==> config.mk <==
export PLATFORM = sky130hd
export DESIGN_NAME = gap_filling_cumulative_sum_top
export DESIGN_NICKNAME = d
export VERILOG_FILES = /design/src/rtl/gfcs_pkg.sv /design/src/rtl/gfcs_ctrl.sv /design/src/rtl/gfcs_dp.sv /design/src/rtl/gap_filling_cumulative_sum_top.sv
export SDC_FILE = /design/constraint.sdc
export NUM_CORES = 1
export LEC_CHECK = 0
export BUFFER_PORTS_ARGS = -buffer_cell sky130_fd_sc_hd__buf_2
export CORE_ASPECT_RATIO = 1.5
export CORE_MARGIN = 5
export CORE_UTILIZATION = 35
export CTS_CLUSTER_SIZE = 24
export DETAILED_ROUTE_END_ITERATION = 6
export SYNTH_ARGS = -nofsm -noshare
export SYNTH_HDL_FRONTEND = slang
export SYNTH_SLANG_ARGS = --single-unit
==> constraint.sdc <==
create_clock -name aclk -period 5.8 [get_ports aclk]
set_clock_uncertainty 0.15 [all_clocks]
set_input_delay 0.29 -clock aclk [delete_from_list [all_inputs] [get_ports aclk]]
set_output_delay 0.29 -clock aclk [all_outputs]
set_load 0.05 [all_outputs]
==> src/rtl/gfcs_pkg.sv <==
`default_nettype none
package gfcs_pkg;

    localparam int KEY_BITS_DEF = 6;
    localparam int KEY_CODE_W   = 6;
    localparam int VALUE_W      = 64;
    localparam int CFG_IDX_W    = 1;
    localparam int CFG_DATA_W   = 1;

    localparam logic [CFG_IDX_W-1:0] CFG_HAS_MAX_KEY = 1'b0;
    localparam logic [CFG_IDX_W-1:0] CFG_KEY_SIGNED  = 1'b1;

    typedef enum logic {
        ST_IDLE,
        ST_RUN
    } state_t;

    typedef enum logic [2:0] {
        OP_NONE,
        OP_GAP,
        OP_ELEM,
        OP_PAD,
        OP_FINISH
    } op_t;

    typedef struct packed {
        logic load;
        op_t  op;
    } cmd_t;

    typedef struct packed {
        logic gap_go;
        logic elem_go;
        logic pad_go;
        logic out_free;
    } status_t;

endpackage
`default_nettype wire

==> src/rtl/gfcs_ctrl.sv <==
`default_nettype none
module gfcs_ctrl (
    input  wire logic             aclk,
    input  wire logic             aresetn,
    input  wire logic             s_valid,
    output logic                  s_ready,
    input  wire gfcs_pkg::status_t status,
    output gfcs_pkg::cmd_t        cmd
);
    import gfcs_pkg::*;

    state_t state_reg;
    state_t state_next;

    always_ff @(posedge aclk) begin
        if (!aresetn) begin
            state_reg <= ST_IDLE;
        end else begin
            state_reg <= state_next;
        end
    end

    always_comb begin
        state_next = state_reg;
        unique case (state_reg)
            ST_IDLE: begin
                if (s_valid) begin
                    state_next = ST_RUN;
                end
            end
            ST_RUN: begin
                if (!status.gap_go && !status.elem_go && !status.pad_go) begin
                    state_next = ST_IDLE;
                end
            end
            default: state_next = ST_IDLE;
        endcase
    end

    always_comb begin
        s_ready  = 1'b0;
        cmd.load = 1'b0;
        cmd.op   = OP_NONE;
        unique case (state_reg)
            ST_IDLE: begin
                s_ready  = 1'b1;
                cmd.load = s_valid;
            end
            ST_RUN: begin
                if (status.gap_go) begin
                    cmd.op = status.out_free ? OP_GAP : OP_NONE;
                end else if (status.elem_go) begin
                    cmd.op = status.out_free ? OP_ELEM : OP_NONE;
                end else if (status.pad_go) begin
                    cmd.op = status.out_free ? OP_PAD : OP_NONE;
                end else begin
                    cmd.op = OP_FINISH;
                end
            end
            default: begin
                s_ready = 1'b0;
            end
        endcase
    end

endmodule
`default_nettype wire

==> src/rtl/gfcs_dp.sv <==
`default_nettype none
module gfcs_dp #(
    parameter int KEY_BITS = gfcs_pkg::KEY_BITS_DEF
) (
    input  wire logic                            aclk,
    input  wire logic                            aresetn,
    input  wire logic                            has_max_key,
    input  wire logic                            key_signed,
    input  wire gfcs_pkg::cmd_t                  cmd,
    output gfcs_pkg::status_t                    status,
    input  wire logic [gfcs_pkg::KEY_CODE_W-1:0] s_elem_key,
    input  wire logic [gfcs_pkg::VALUE_W-1:0]    s_elem_value,
    input  wire logic [gfcs_pkg::KEY_CODE_W-1:0] s_row_max_key,
    input  wire logic                            s_first_in_row,
    input  wire logic                            s_last_in_row,
    input  wire logic                            s_empty_row,
    output logic                                 m_valid,
    input  wire logic                            m_ready,
    output logic [gfcs_pkg::KEY_CODE_W-1:0]      m_out_key,
    output logic [gfcs_pkg::VALUE_W-1:0]         m_sum_out,
    output logic                                 m_last_of_run,
    output logic                                 m_row_end
);
    import gfcs_pkg::*;

    localparam int NK_W = KEY_BITS + 2;

    logic signed [NK_W-1:0]    key_reg, key_next;
    logic signed [NK_W-1:0]    mx_reg, mx_next;
    logic        [VALUE_W-1:0] value_reg, value_next;
    logic                      first_reg, first_next;
    logic                      last_reg, last_next;
    logic                      elem_pend_reg, elem_pend_next;
    logic        [VALUE_W-1:0] sum_reg, sum_next;
    logic signed [NK_W-1:0]    nk_reg, nk_next;
    logic                      row_done_reg, row_done_next;

    logic                      m_valid_reg, m_valid_next;
    logic [KEY_CODE_W-1:0]     m_key_reg, m_key_next;
    logic [VALUE_W-1:0]        m_sum_reg, m_sum_next;
    logic                      m_last_reg, m_last_next;
    logic                      m_row_end_reg, m_row_end_next;

    logic signed [NK_W-1:0]    key_dec, mx_dec, lo, hi_p1, nk_base, nk_inc;
    logic                      in_first, in_last;
    logic                      reach_nk, reach_key;
    logic                      emit, emit_last;
    logic signed [NK_W-1:0]    emit_key;
    logic        [VALUE_W-1:0] emit_sum;

    always_comb begin
        key_dec = {{2{s_elem_key[KEY_BITS-1] & key_signed}}, s_elem_key[KEY_BITS-1:0]};
        mx_dec  = {{2{s_row_max_key[KEY_BITS-1] & key_signed}}, s_row_max_key[KEY_BITS-1:0]};
        lo      = key_signed ? {3'b111, {(KEY_BITS-1){1'b0}}} : '0;
        hi_p1   = key_signed ? {3'b001, {(KEY_BITS-1){1'b0}}} : {2'b01, {KEY_BITS{1'b0}}};
        in_first = s_first_in_row | s_empty_row;
        in_last  = s_last_in_row | s_empty_row;
        nk_base  = in_first ? '0 : nk_reg;
        nk_inc   = nk_reg + NK_W'(1);
        reach_nk  = has_max_key && (nk_reg >= mx_reg);
        reach_key = has_max_key && (key_reg >= mx_reg);
    end

    always_comb begin
        status.gap_go   = elem_pend_reg && !first_reg && !row_done_reg && (nk_reg < key_reg);
        status.elem_go  = elem_pend_reg && !row_done_reg;
        status.pad_go   = last_reg && has_max_key && (nk_reg <= mx_reg);
        status.out_free = !m_valid_reg || m_ready;
    end

    always_comb begin
        key_next       = key_reg;
        mx_next        = mx_reg;
        value_next     = value_reg;
        first_next     = first_reg;
        last_next      = last_reg;
        elem_pend_next = elem_pend_reg;
        sum_next       = sum_reg;
        nk_next        = nk_reg;
        row_done_next  = row_done_reg;
        emit           = 1'b0;
        emit_last      = 1'b0;
        emit_key       = nk_reg;
        emit_sum       = sum_reg;

        unique case (cmd.op)
            OP_NONE: begin
            end
            OP_GAP: begin
                emit          = 1'b1;
                emit_last     = reach_nk;
                row_done_next = reach_nk;
                nk_next       = nk_inc;
            end
            OP_ELEM: begin
                sum_next       = sum_reg + value_reg;
                emit           = 1'b1;
                emit_key       = key_reg;
                emit_sum       = sum_next;
                emit_last      = !(last_reg && has_max_key && (key_reg < mx_reg));
                nk_next        = key_reg + NK_W'(1);
                row_done_next  = reach_key;
                elem_pend_next = 1'b0;
            end
            OP_PAD: begin
                emit      = 1'b1;
                emit_last = reach_nk;
                nk_next   = nk_inc;
            end
            OP_FINISH: begin
                if (last_reg) begin
                    sum_next      = '0;
                    nk_next       = '0;
                    row_done_next = 1'b0;
                end
            end
            default: begin
            end
        endcase

        if (cmd.load) begin
            key_next       = key_dec;
            mx_next        = mx_dec;
            value_next     = s_elem_value;
            first_next     = in_first;
            last_next      = in_last;
            elem_pend_next = !s_empty_row;
            sum_next       = in_first ? '0 : sum_reg;
            row_done_next  = in_first ? 1'b0 : row_done_reg;
            if (nk_base < lo) begin
                nk_next = lo;
            end else if (nk_base > hi_p1) begin
                nk_next = hi_p1;
            end else begin
                nk_next = nk_base;
            end
        end
    end

    always_comb begin
        m_valid_next   = m_valid_reg;
        m_key_next     = m_key_reg;
        m_sum_next     = m_sum_reg;
        m_last_next    = m_last_reg;
        m_row_end_next = m_row_end_reg;
        if (emit) begin
            m_valid_next   = 1'b1;
            m_key_next     = KEY_CODE_W'(emit_key[KEY_BITS-1:0]);
            m_sum_next     = emit_sum;
            m_last_next    = emit_last;
            m_row_end_next = emit_last && last_reg;
        end else if (m_ready) begin
            m_valid_next = 1'b0;
        end
    end

    always_ff @(posedge aclk) begin
        if (!aresetn) begin
            sum_reg      <= '0;
            nk_reg       <= '0;
            row_done_reg <= 1'b0;
            m_valid_reg  <= 1'b0;
        end else begin
            sum_reg      <= sum_next;
            nk_reg       <= nk_next;
            row_done_reg <= row_done_next;
            m_valid_reg  <= m_valid_next;
        end
    end

    always_ff @(posedge aclk) begin
        key_reg       <= key_next;
        mx_reg        <= mx_next;
        value_reg     <= value_next;
        first_reg     <= first_next;
        last_reg      <= last_next;
        elem_pend_reg <= elem_pend_next;
        m_key_reg     <= m_key_next;
        m_sum_reg     <= m_sum_next;
        m_last_reg    <= m_last_next;
        m_row_end_reg <= m_row_end_next;
    end

    assign m_valid       = m_valid_reg;
    assign m_out_key     = m_key_reg;
    assign m_sum_out     = m_sum_reg;
    assign m_last_of_run = m_last_reg;
    assign m_row_end     = m_row_end_reg;

    a_emit_slot_free: assert property (@(posedge aclk) disable iff (!aresetn)
        emit |-> (!m_valid_reg || m_ready))
        else $error("result written over an untaken transfer");

    a_last_closes_run: assert property (@(posedge aclk) disable iff (!aresetn)
        (emit && emit_last) |=> (cmd.op == OP_FINISH))
        else $error("result flagged last but more results follow");

    a_row_state_clear: assert property (@(posedge aclk) disable iff (!aresetn)
        (cmd.op == OP_FINISH && last_reg) |=>
            (sum_reg == '0 && nk_reg == '0 && !row_done_reg))
        else $error("row state not cleared at row end");

endmodule
`default_nettype wire

==> src/rtl/gap_filling_cumulative_sum_top.sv <==
// Channel  | Handshake          | Payload
// ---------+--------------------+----------------------------------------------------
// input    | s_valid / s_ready  | s_elem_key, s_elem_value, s_row_max_key,
//          |                    | s_first_in_row, s_last_in_row, s_empty_row
// result   | m_valid / m_ready  | m_out_key, m_sum_out, m_last_of_run, m_row_end
// config   | cfg_we             | cfg_idx, cfg_wdata
//
// An item is handled as one load step, then one result per cycle while the result
// register is free, then one closing step; an item may give no result at all.
// s_ready is high only while the sequencer is idle.
// A stalled result register holds the sequencer until the transfer completes.
// Synchronous active-low reset clears sums, key tracker and configuration.
`default_nettype none
module gap_filling_cumulative_sum_top #(
    parameter int KEY_BITS = gfcs_pkg::KEY_BITS_DEF
) (
    input  wire logic                            aclk,
    input  wire logic                            aresetn,
    input  wire logic                            cfg_we,
    input  wire logic [gfcs_pkg::CFG_IDX_W-1:0]  cfg_idx,
    input  wire logic [gfcs_pkg::CFG_DATA_W-1:0] cfg_wdata,
    input  wire logic                            s_valid,
    output logic                                 s_ready,
    input  wire logic [gfcs_pkg::KEY_CODE_W-1:0] s_elem_key,
    input  wire logic [gfcs_pkg::VALUE_W-1:0]    s_elem_value,
    input  wire logic [gfcs_pkg::KEY_CODE_W-1:0] s_row_max_key,
    input  wire logic                            s_first_in_row,
    input  wire logic                            s_last_in_row,
    input  wire logic                            s_empty_row,
    output logic                                 m_valid,
    input  wire logic                            m_ready,
    output logic [gfcs_pkg::KEY_CODE_W-1:0]      m_out_key,
    output logic [gfcs_pkg::VALUE_W-1:0]         m_sum_out,
    output logic                                 m_last_of_run,
    output logic                                 m_row_end
);
    import gfcs_pkg::*;

    logic    has_max_key_reg, has_max_key_next;
    logic    key_signed_reg, key_signed_next;
    cmd_t    cmd;
    status_t status;

    always_comb begin
        has_max_key_next = has_max_key_reg;
        key_signed_next  = key_signed_reg;
        if (cfg_we) begin
            unique case (cfg_idx)
                CFG_HAS_MAX_KEY: has_max_key_next = cfg_wdata[0];
                CFG_KEY_SIGNED:  key_signed_next  = cfg_wdata[0];
                default: begin
                end
            endcase
        end
    end

    always_ff @(posedge aclk) begin
        if (!aresetn) begin
            has_max_key_reg <= 1'b0;
            key_signed_reg  <= 1'b0;
        end else begin
            has_max_key_reg <= has_max_key_next;
            key_signed_reg  <= key_signed_next;
        end
    end

    gfcs_ctrl u_ctrl (
        .aclk    (aclk),
        .aresetn (aresetn),
        .s_valid (s_valid),
        .s_ready (s_ready),
        .status  (status),
        .cmd     (cmd)
    );

    gfcs_dp #(
        .KEY_BITS (KEY_BITS)
    ) u_dp (
        .aclk           (aclk),
        .aresetn        (aresetn),
        .has_max_key    (has_max_key_reg),
        .key_signed     (key_signed_reg),
        .cmd            (cmd),
        .status         (status),
        .s_elem_key     (s_elem_key),
        .s_elem_value   (s_elem_value),
        .s_row_max_key  (s_row_max_key),
        .s_first_in_row (s_first_in_row),
        .s_last_in_row  (s_last_in_row),
        .s_empty_row    (s_empty_row),
        .m_valid        (m_valid),
        .m_ready        (m_ready),
        .m_out_key      (m_out_key),
        .m_sum_out      (m_sum_out),
        .m_last_of_run  (m_last_of_run),
        .m_row_end      (m_row_end)
    );

endmodule
`default_nettype wire

==> results.tsv, run 1 <==
stage	metric	value	unit
run_status	status	completed	
timing	PnR worst setup slack	1.98	ns
critical_path	Crit path max-delay family	compound AO/OA/AOI/OAI gates	
clocking	Clock Latency Late Sink	0.55	ns
power_and_ir_drop	sw power	1.25	mW
routing	DRT iter0 DRCs	618	
logic_synthesis	Synth Area per Inst	9.70	um^2
grt	initial antenna violation count	0	
place	post-DP HPWL	27300	um
clocking	post-cts sizing count	0	
clocking	total setup buffers inserted after CTS	0	
clocking	clk sinks	230	
routing	Vias/cell	5.21	
logic_synthesis	mapped cell area	12900	um^2
clocking	Clock transition at path regs	0.06	ns
critical_path	WS Path Type	reg -> reg	
timing	Slew Viols, Final	0	
place	Post-Place Cell Area	14200	um^2
timing	Max Clk Rate	0.262	GHz
logic_synthesis	sequential area share after synthesis	47.4	%
clocking	CTS tree	done	
job	max cap viols	0	
die	Die Wd	167	um
power_and_ir_drop	pwr dens	269	nW/um^2
final_layout	layout cells sized above 1	15.6	%
worst_hold_path	worst hold stages	2	
grt	largest net degree at the start of global routing	50	
critical_path	CP max stage delay	0.38	ns
power_and_ir_drop	switching share of total power	29.3	%
clocking	H-tree levels	1	
logic_synthesis	unique cell type count in the Yosys netlist	81	
routing	Vias	10740	
routing	number of remaining DRC errors	0	
power_and_ir_drop	Clk network pwr share	36.5	%
logic_synthesis	number of synthesized register bits	230	
critical_path	Setup crit end kind	flip-flop	
critical_path	Slowest-stage cell, CP	a21o_1	
timing	unrepaired setup endpoints after global routing	false	
logic_synthesis	syn nets	1512	
critical_path	FF-to-FF End	u_dp.nk_reg[6]	
logic_synthesis	Synth async-reset ratio	0	%
clocking	CTS buffer count	25	
grt	GRT overflow	0	
routing	Antenna Violating Nets Remaining	0	
critical_path	r2r startpoint	u_dp.mx_reg[6]	
logic_synthesis	warnings from Yosys	0	
routing	WL final	37100	um
die	Initial Util	35.3	%
logic_synthesis	Yosys top cell area share	35.5	%
power_and_ir_drop	internal power	3.02	mW
power_and_ir_drop	sequential share of power	44.9	%
worst_hold_path	worst hold path class	in -> reg	
clocking	Root Buffer	clkbuf_16	
final_layout	commonest non-fill, non-tap cell in the layout	nand2_1	
power_and_ir_drop	Leak	6.63	nW
die	Die Y	246	um
final_layout	# diodes	0	
routing	Routed WL per cell	18.0	um
critical_path	crit path capture	u_dp.nk_reg[6]	
routing	Pre-Repair DR Iteration Count	6	
critical_path	worst path bufs/invs	1	
timing	post-route setup TNS	0	ns
final_layout	synthesis-to-finish area growth	22.6	%
critical_path	crit path DAT	4.10	ns
final_layout	design area	15900	um^2
critical_path	R2R Setup Slk	1.98	ns
timing	final setup vio count	0	
power_and_ir_drop	VDD IR max	0.187	mV
critical_path	R2R depth	17	
place	PortBufs	159	
logic_synthesis	Post-synth EDFFs	153	
die	I/O pins	160	
die	Site Rows	86	
critical_path	most frequent CP cell	a21oi_1	
die	Die Area	41000	um^2
grt	GRT Overall Usage	17.6	%
logic_synthesis	area leader, netlist	edfxtp_1	
place	GP Congestion	0.911	
grt	first-pass GRT wire length	58500	um
timing	Slew headroom	18.2	%
clocking	clk buf depth	3	
final_layout	nets	1735	
logic_synthesis	Mapped Cells	1334	
timing	Worst Tran Pin Value	1.22	ns
critical_path	crit path from	u_dp.mx_reg[6]	
place	post-place setup slack	2.00	ns
timing	Final period util	65.9	%
grt	vias in the first global route	10901	
logic_synthesis	top cells by area, synth	edfxtp_1 (35%), dfxtp_1 (12%), ha_1 (8.8%)	
die	Core Region	36700	um^2
critical_path	CP Max Fanout	18	
critical_path	crit-path cells	inv_1 > ha_1 > or3b_1 > a211oi_1 > a31oi_1 > a21oi_1 > nand2_1 > a21o_1 > or2_2 > nand2_1 > ha_1 > nand3_1 > xnor2_1 > nor2_1 > a21oi_1 > a21oi_1 > a21oi_1	
critical_path	Startpoint Class	flip-flop	
final_layout	most frequent cells in the layout	nand2_1 (250), buf_2 (159), edfxtp_1 (153)	
logic_synthesis	Primary FF master, synth	edfxtp_1	
critical_path	WP depth	17	
timing	final hold vios	0	
critical_path	WP data required	6.08	ns
power_and_ir_drop	total power	4.27	mW
timing	min Tclk post-route	3.82	ns
final_layout	Post-Route Utilization	43.2	%
power_and_ir_drop	Combinational Power Share	18.6	%
==> cell type report <==
class	instances	area, um^2
clock buffer	36	729
timing repair buffer	256	1760
inverter	45	170
multi-input combinational	999	6390
tap	484	606
fill	3540	20800
clock inverter	10	67.6
sequential	230	6140
==> synth_stat cells, types with 14 or more instances <==
cell,n
a21o_1,32
a21oi_1,128
a22o_1,21
buf_2,17
clkbuf_1,31
dfxtp_1,77
edfxtp_1,153
ha_1,91
inv_1,45
mux2_2,14
nand2_1,251
nand3_1,27
nand4_1,29
nor2_1,62
nor3_1,15
o21ai_0,69
o21bai_1,19
xnor2_1,39
xor2_1,25
==> routing by layer <==
metal  vias up  GRT usage (%)  wire, um
li1       5307              -         -
met1      5086           20.1     14600
met2       274           33.3     19600
met3        73           2.25      1620
met4         0           6.79      1320
met5         -              0         0
==> kinds of logic after synthesis <==
family / after synthesis / synth area share (%)
fa+ha+maj: 92 / 8.95
mux: 18 / 1.53
simple gates: 454 / 15.9
compound gates: 371 / 18.6
flops: 230 / 47.4
xor+xnor: 64 / 4.33
buf+inv: 105 / 3.33
==> metrics by stage <==
step	hold slack, ns	instances
after floorplan	0.239	1334
final	0.297	2060
after global placement	0.310	1925
after CTS	0.256	2060
after global routing	0.278	2060
after detailed placement	0.318	1925
==> power by group through the flow <==
stage          Sequential [mW]  Combinational (mW)  Clock [mW]
2_1_floorplan             2.03               0.452           0
3_3_place_gp              1.95               0.741           0
3_5_place_dp              1.95               0.748           0
4_1_cts                   1.92               0.798        1.61
5_1_grt                   1.93               0.872        1.67
6_report                  1.92               0.792        1.56
==> repair_timing <==
action,4_1_cts,5_1_grt
hold buffers,89,0
hold endpoints to repair,88,0
setup endpoints to repair,0,0
==> worst min path at each step <==
stage                               to             start  slack (ns)
global route            u_dp.mx_reg[3]  s_row_max_key[3]        0.28
floorplan              u_dp.key_reg[0]     s_elem_key[0]        0.24
CTS                     u_dp.mx_reg[0]  s_row_max_key[0]        0.26
finish                  u_dp.mx_reg[0]  s_row_max_key[0]        0.30
detailed placement  u_dp.value_reg[54]  s_elem_value[54]        0.32
global placement      u_dp.sum_reg[22]  u_dp.sum_reg[22]        0.31
No activity file was read; power rests on OpenSTA's default activity.
==> run 2, diff against run 1 <==
clock period = 3.5 ns   (was 5.8 ns; I/O delays follow)
==> results.tsv, run 2 (synthesis results as in run 1) <==
stage	metric	value	unit
power_and_ir_drop	total power	7.50	mW
die	Die Area	41000	um^2
timing	Max Clk Rate	0.295	GHz
clocking	Root Buffer	clkbuf_16	
worst_hold_path	HP Start	s_elem_value[52]	
power_and_ir_drop	pwr dens	443	nW/um^2
timing	final hold slack	0.185	ns
grt	gr busiest metal	met2	
critical_path	crit-path cells	ha_4 > nand2_2 > or3_4 > nor4_4 > o211a_1 > o22ai_2 > or2_4 > o311ai_4 > xor2_1 > mux2_2	
final_layout	most frequent cells in the layout	nand2_1 (249), buf_2 (159), edfxtp_1 (153)	
critical_path	Setup crit end kind	flip-flop	
routing	Vias	11045	
routing	WL final	38400	um
worst_hold_path	worst hold path class	in -> reg	
clocking	clk sinks	230	
clocking	CTS tree	done	
final_layout	nets	1824	
grt	GRT Overall Usage	18.0	%
grt	first-pass GRT wire length	59900	um
routing	DRT iter0 DRCs	510	
grt	largest net degree at the start of global routing	51	
clocking	clk buf depth	3	
critical_path	CP max stage delay	0.44	ns
clocking	H-tree levels	1	
grt	initial antenna violation count	1	
critical_path	R2R depth	10	
die	Initial Util	35.3	%
place	placed instance count	2010	
routing	Vias/cell	5.14	
grt	GRT overflow	0	
critical_path	Startpoint Class	flip-flop	
critical_path	Slowest-stage cell, CP	edfxtp_1	
die	Site Rows	86	
die	Core Region	36700	um^2
die	I/O pins	160	
final_layout	# fillers	3451	
critical_path	WS Path Type	reg -> reg	
worst_hold_path	worst hold stages	2	
timing	Worst Tran Pin Value	0.739	ns
timing	Slew Viols, Final	0	
place	post-DP HPWL	28000	um
final_layout	layout cells sized above 1	22.7	%
die	Die Wd	167	um
grt	met3 Use GR	2.16	%
timing	final hold vios	0	
grt	vias in the first global route	11408	
critical_path	R2R Setup Slk	0.11	ns
critical_path	r2r startpoint	u_dp.value_reg[23]	
run_status	status	completed	
clocking	Clock Latency Late Sink	0.55	ns
timing	min Tclk post-route	3.39	ns
timing	Slew headroom	50.3	%
final_layout	final non-filler cell total	2149	
critical_path	crit path DAT	3.53	ns
worst_hold_path	Min-Delay Endpoint	u_dp.value_reg[52]	
power_and_ir_drop	VDD IR max	0.364	mV
final_layout	synthesis-to-finish area growth	30.9	%
die	Die Y	246	um
routing	Antenna Violating Nets Remaining	0	
job	max cap viols	0	
timing	Final period util	96.7	%
grt	met1 Use GR	19.8	%
critical_path	FF-to-FF End	u_dp.m_sum_out[61]	
grt	grt met2 use	35.6	%
final_layout	commonest non-fill, non-tap cell in the layout	nand2_1	
clocking	CTS buffer count	25	
place	PortBufs	159	
routing	Routed WL per cell	17.9	um
timing	final setup vio count	0	
critical_path	CP Max Fanout	6	
critical_path	WP data required	3.65	ns
routing	Pre-Repair DR Iteration Count	5	
clocking	Clock transition at path regs	0.06	ns
routing	number of remaining DRC errors	0	
place	GP Congestion	0.907	
power_and_ir_drop	Leak	7.11	nW
[run 2: worst max path at each step]
stage	from	end	slack [ns]
finish	u_dp.value_reg[23]	u_dp.m_sum_out[61]	0.11
CTS	u_dp.value_reg[22]	u_dp.m_sum_out[61]	0.003
global placement	u_dp.value_reg[22]	u_dp.m_sum_out[61]	0.01
floorplan	u_dp.mx_reg[6]	u_dp.nk_reg[6]	0.005
global route	u_dp.mx_reg[6]	u_dp.nk_reg[6]	-0.01
detailed placement	u_dp.sum_reg[0]	u_dp.m_sum_out[52]	-0.07
[run 2: layout make-up]
| type | count | area, um^2 | area share [%] |
|---|---|---|---|
| Sequential cell | 230 | 6140 | 36.2 |
| Clock buffer | 30 | 664 | 3.92 |
| Clock inverter | 15 | 200 | 1.18 |
| Multi-Input combinational cell | 999 | 6680 | 39.4 |
| Timing Repair Buffer | 345 | 2480 | 14.6 |
| Tap cell | 484 | 606 | 3.57 |
| Inverter | 45 | 170 | 1.00 |
| Antenna cell | 1 | 2.50 | 0.0148 |
[run 2: repair_timing]
item,CTS,global route
setup endpoints to repair,6,28
pin swaps,0,15
setup buffers,0,3
gates resized for setup,5,52
endpoints found under the hold margin,89,0
hold buffers,90,0
[run 2: critical path, delay by kind of cell, from the launching register on]
kind / cells / cell delay (ns)
AOI/OAI and AO/OA: 3 / 0.65
and+or+nand+nor: 4 / 1.15
DFF: 1 / 0.44
muxes: 1 / 0.27
xor gates and xnor gates: 1 / 0.13
adders and majority gates: 1 / 0.33
[run 2: per-layer routing]
layer | vias to the layer above | wire, um
li1 | 5489 | -
met1 | 5266 | 15000
met2 | 232 | 20900
met3 | 58 | 1400
met4 | 0 | 1110
met5 | - | 0
[run 2: metrics by stage]
stage	TNS, ns	util [%]	setup WS, ns	instance area [um^2]
2_1_floorplan	0	-	0.00455	12900
3_3_place_gp	0	40.5	0.0103	14900
3_5_place_dp	-0.144	40.5	-0.0714	14900
4_1_cts	0	45.4	0.00349	16700
5_1_grt	-0.0123	46.2	-0.0123	16900
6_report	0	46.2	0.114	16900
[run 2: power breakdown]
part	switching (mW)	total [mW]	internal [mW]
clock	1.14	2.85	1.71
combinational	0.897	1.48	0.582
sequential	0.0923	3.17	3.08
==> run 3, diff against run 2 <==
CORE_UTILIZATION = 53   (was 35)
PLACE_DENSITY = 0.77   (was default)
==> results.tsv, run 3 (synthesis results as in run 1) <==
stage	metric	value	unit
place	placed instance count	1823	
routing	Routed WL per cell	18.2	um
power_and_ir_drop	sw power	2.01	mW
grt	GRT overflow	0	
die	Die Y	201	um
power_and_ir_drop	Leak	6.94	nW
routing	Vias/cell	5.74	
power_and_ir_drop	sequential share of power	45.5	%
routing	WL final	35800	um
die	Core Region	24300	um^2
critical_path	R2R depth	10	
routing	number of remaining DRC errors	0	
timing	Final period util	97.8	%
timing	Max Clk Rate	0.292	GHz
final_layout	# fillers	1889	
clocking	H-tree levels	1	
critical_path	Setup crit end kind	flip-flop	
routing	Vias	11269	
final_layout	synthesis-to-finish area growth	25.9	%
clocking	Root Buffer	clkbuf_16	
grt	first-pass GRT wire length	56200	um
power_and_ir_drop	Combinational Power Share	20.6	%
die	Initial Util	53.3	%
critical_path	R2R Setup Slk	0.08	ns
final_layout	most frequent cells in the layout	nand2_1 (250), buf_2 (159), edfxtp_1 (153)	
die	I/O pins	160	
die	Site Rows	70	
grt	initial antenna violation count	3	
timing	unrepaired setup endpoints after global routing	true	
die	Die Area	27700	um^2
timing	Slew headroom	23.7	%
clocking	clk sinks	230	
timing	PnR worst setup slack	0.0762	ns
worst_hold_path	worst hold path class	in -> reg	
critical_path	crit path DAT	3.55	ns
critical_path	CP Max Fanout	6	
job	max cap viols	0	
grt	vias in the first global route	11350	
place	post-DP HPWL	25100	um
final_layout	commonest non-fill, non-tap cell in the layout	nand2_1	
timing	Worst Tran Pin Value	1.14	ns
routing	DRT iter0 DRCs	700	
power_and_ir_drop	internal power	4.94	mW
final_layout	layout cells sized above 1	21.1	%
critical_path	r2r startpoint	u_dp.value_reg[20]	
critical_path	FF-to-FF End	u_dp.m_sum_out[61]	
timing	final setup vio count	0	
clocking	Clock Latency Late Sink	0.53	ns
critical_path	WS Path Type	reg -> reg	
power_and_ir_drop	Clk network pwr share	33.8	%
timing	final hold vios	0	
power_and_ir_drop	pwr dens	426	nW/um^2
clocking	CTS buffer count	23	
place	GP Congestion	0.956	
run_status	status	completed	
critical_path	crit path from	u_dp.value_reg[20]	
final_layout	final non-filler cell total	1962	
clocking	CTS tree	done	
critical_path	WP data required	3.63	ns
power_and_ir_drop	VDD IR max	0.403	mV
power_and_ir_drop	total power	6.95	mW
timing	Slew Viols, Final	0	
final_layout	nets	1796	
critical_path	Startpoint Class	flip-flop	
timing	min Tclk post-route	3.42	ns
place	PortBufs	159	
die	Die Wd	138	um
grt	GRT Overall Usage	25.1	%
clocking	Clock transition at path regs	0.06	ns
power_and_ir_drop	switching share of total power	28.9	%
clocking	clk buf depth	3	
routing	Antenna Violating Nets Remaining	0	
critical_path	crit path capture	u_dp.m_sum_out[61]	
grt	largest net degree at the start of global routing	83	
routing	Pre-Repair DR Iteration Count	6	
place	post-place setup slack	-0.0576	ns
## run 3: changes by cell type in the layout (fill, tap and decap cells not counted), moves of 3 or more
cell / previous run / this run
buf_4: 91 / 67
bufinv_16: 5 / 0
clkinv_2: 5 / 8
ha_1: 74 / 81
ha_4: 11 / 2
o21ai_1: 8 / 11
## run 3: repair_timing
item | in CTS | in global routing
buffers inserted | 0 | 5
setup endpoints to repair | 7 | 25
hold buffers | 89 | 0
resized for setup | 4 | 42
pin swaps | 0 | 14
hold endpoints to repair | 88 | 0
## run 3: through the flow
step | util (%) | hold WS [ns] | cell area [um^2] | setup TNS (ns)
global route | 67.2 | 0.193 | 16300 | -0.283
floorplan | - | 0.124 | 12900 | 0
global placement | 59.5 | 0.202 | 14400 | 0
finish | 67.2 | 0.202 | 16300 | 0
detailed placement | 59.5 | 0.203 | 14400 | -0.119
CTS | 66.2 | 0.177 | 16100 | -0.00632
## run 3: worst min path at each step
stage                           from  slack (ns)            endpoint  cells after the start
finish                 s_elem_key[3]        0.20     u_dp.key_reg[3]                      2
global route           s_elem_key[2]        0.19     u_dp.key_reg[2]                      2
CTS                    s_elem_key[3]        0.18     u_dp.key_reg[3]                      2
detailed placement  s_elem_value[63]        0.20  u_dp.value_reg[63]                      1
global placement    s_elem_value[52]        0.20  u_dp.value_reg[52]                      1
floorplan              s_elem_key[0]        0.12     u_dp.key_reg[0]                      0
## run 3: critical path, cell delays in order (launching register included)
cell      delay, ns
edfxtp_1       0.39
ha_1           0.41
nand4_1        0.20
or3_4          0.45
nor4_4         0.28
o211a_1        0.25
o22ai_2        0.11
or2_4          0.31
o311ai_4       0.25
xor2_1         0.12
mux2_2         0.26
## run 3: power by group through the flow
| stage | clock network [mW] | registers (mW) | logic (mW) |
|---|---|---|---|
| finish | 2.35 | 3.16 | 1.43 |
| global route | 2.51 | 3.17 | 1.55 |
| CTS | 2.40 | 3.16 | 1.39 |
| detailed placement | 0 | 3.22 | 1.30 |
| global placement | 0 | 3.21 | 1.28 |
| floorplan | 0 | 3.36 | 0.751 |
## run 3: final cells by class
type,count,area (um^2),area share (%)
well taps,324,405,2.49
flip-flops and latches,230,6140,37.6
inverters,45,170,1.04
repair buffers,319,2270,13.9
clock buffers,32,661,4.05
multi-input cells,999,6600,40.5
diodes,3,7.51,0.0461
clock inverters,10,51.3,0.315
## run 3: per-layer routing
layer	part of all wire (%)	GRT usage, %	vias to the layer above	wire (um)
li1	-	-	5436	-
met1	38	28.6	5379	13600
met2	53	46.5	354	18900
met3	4.8	2.95	100	1720
met4	4.3	10.2	0	1520
met5	0	0	-	0
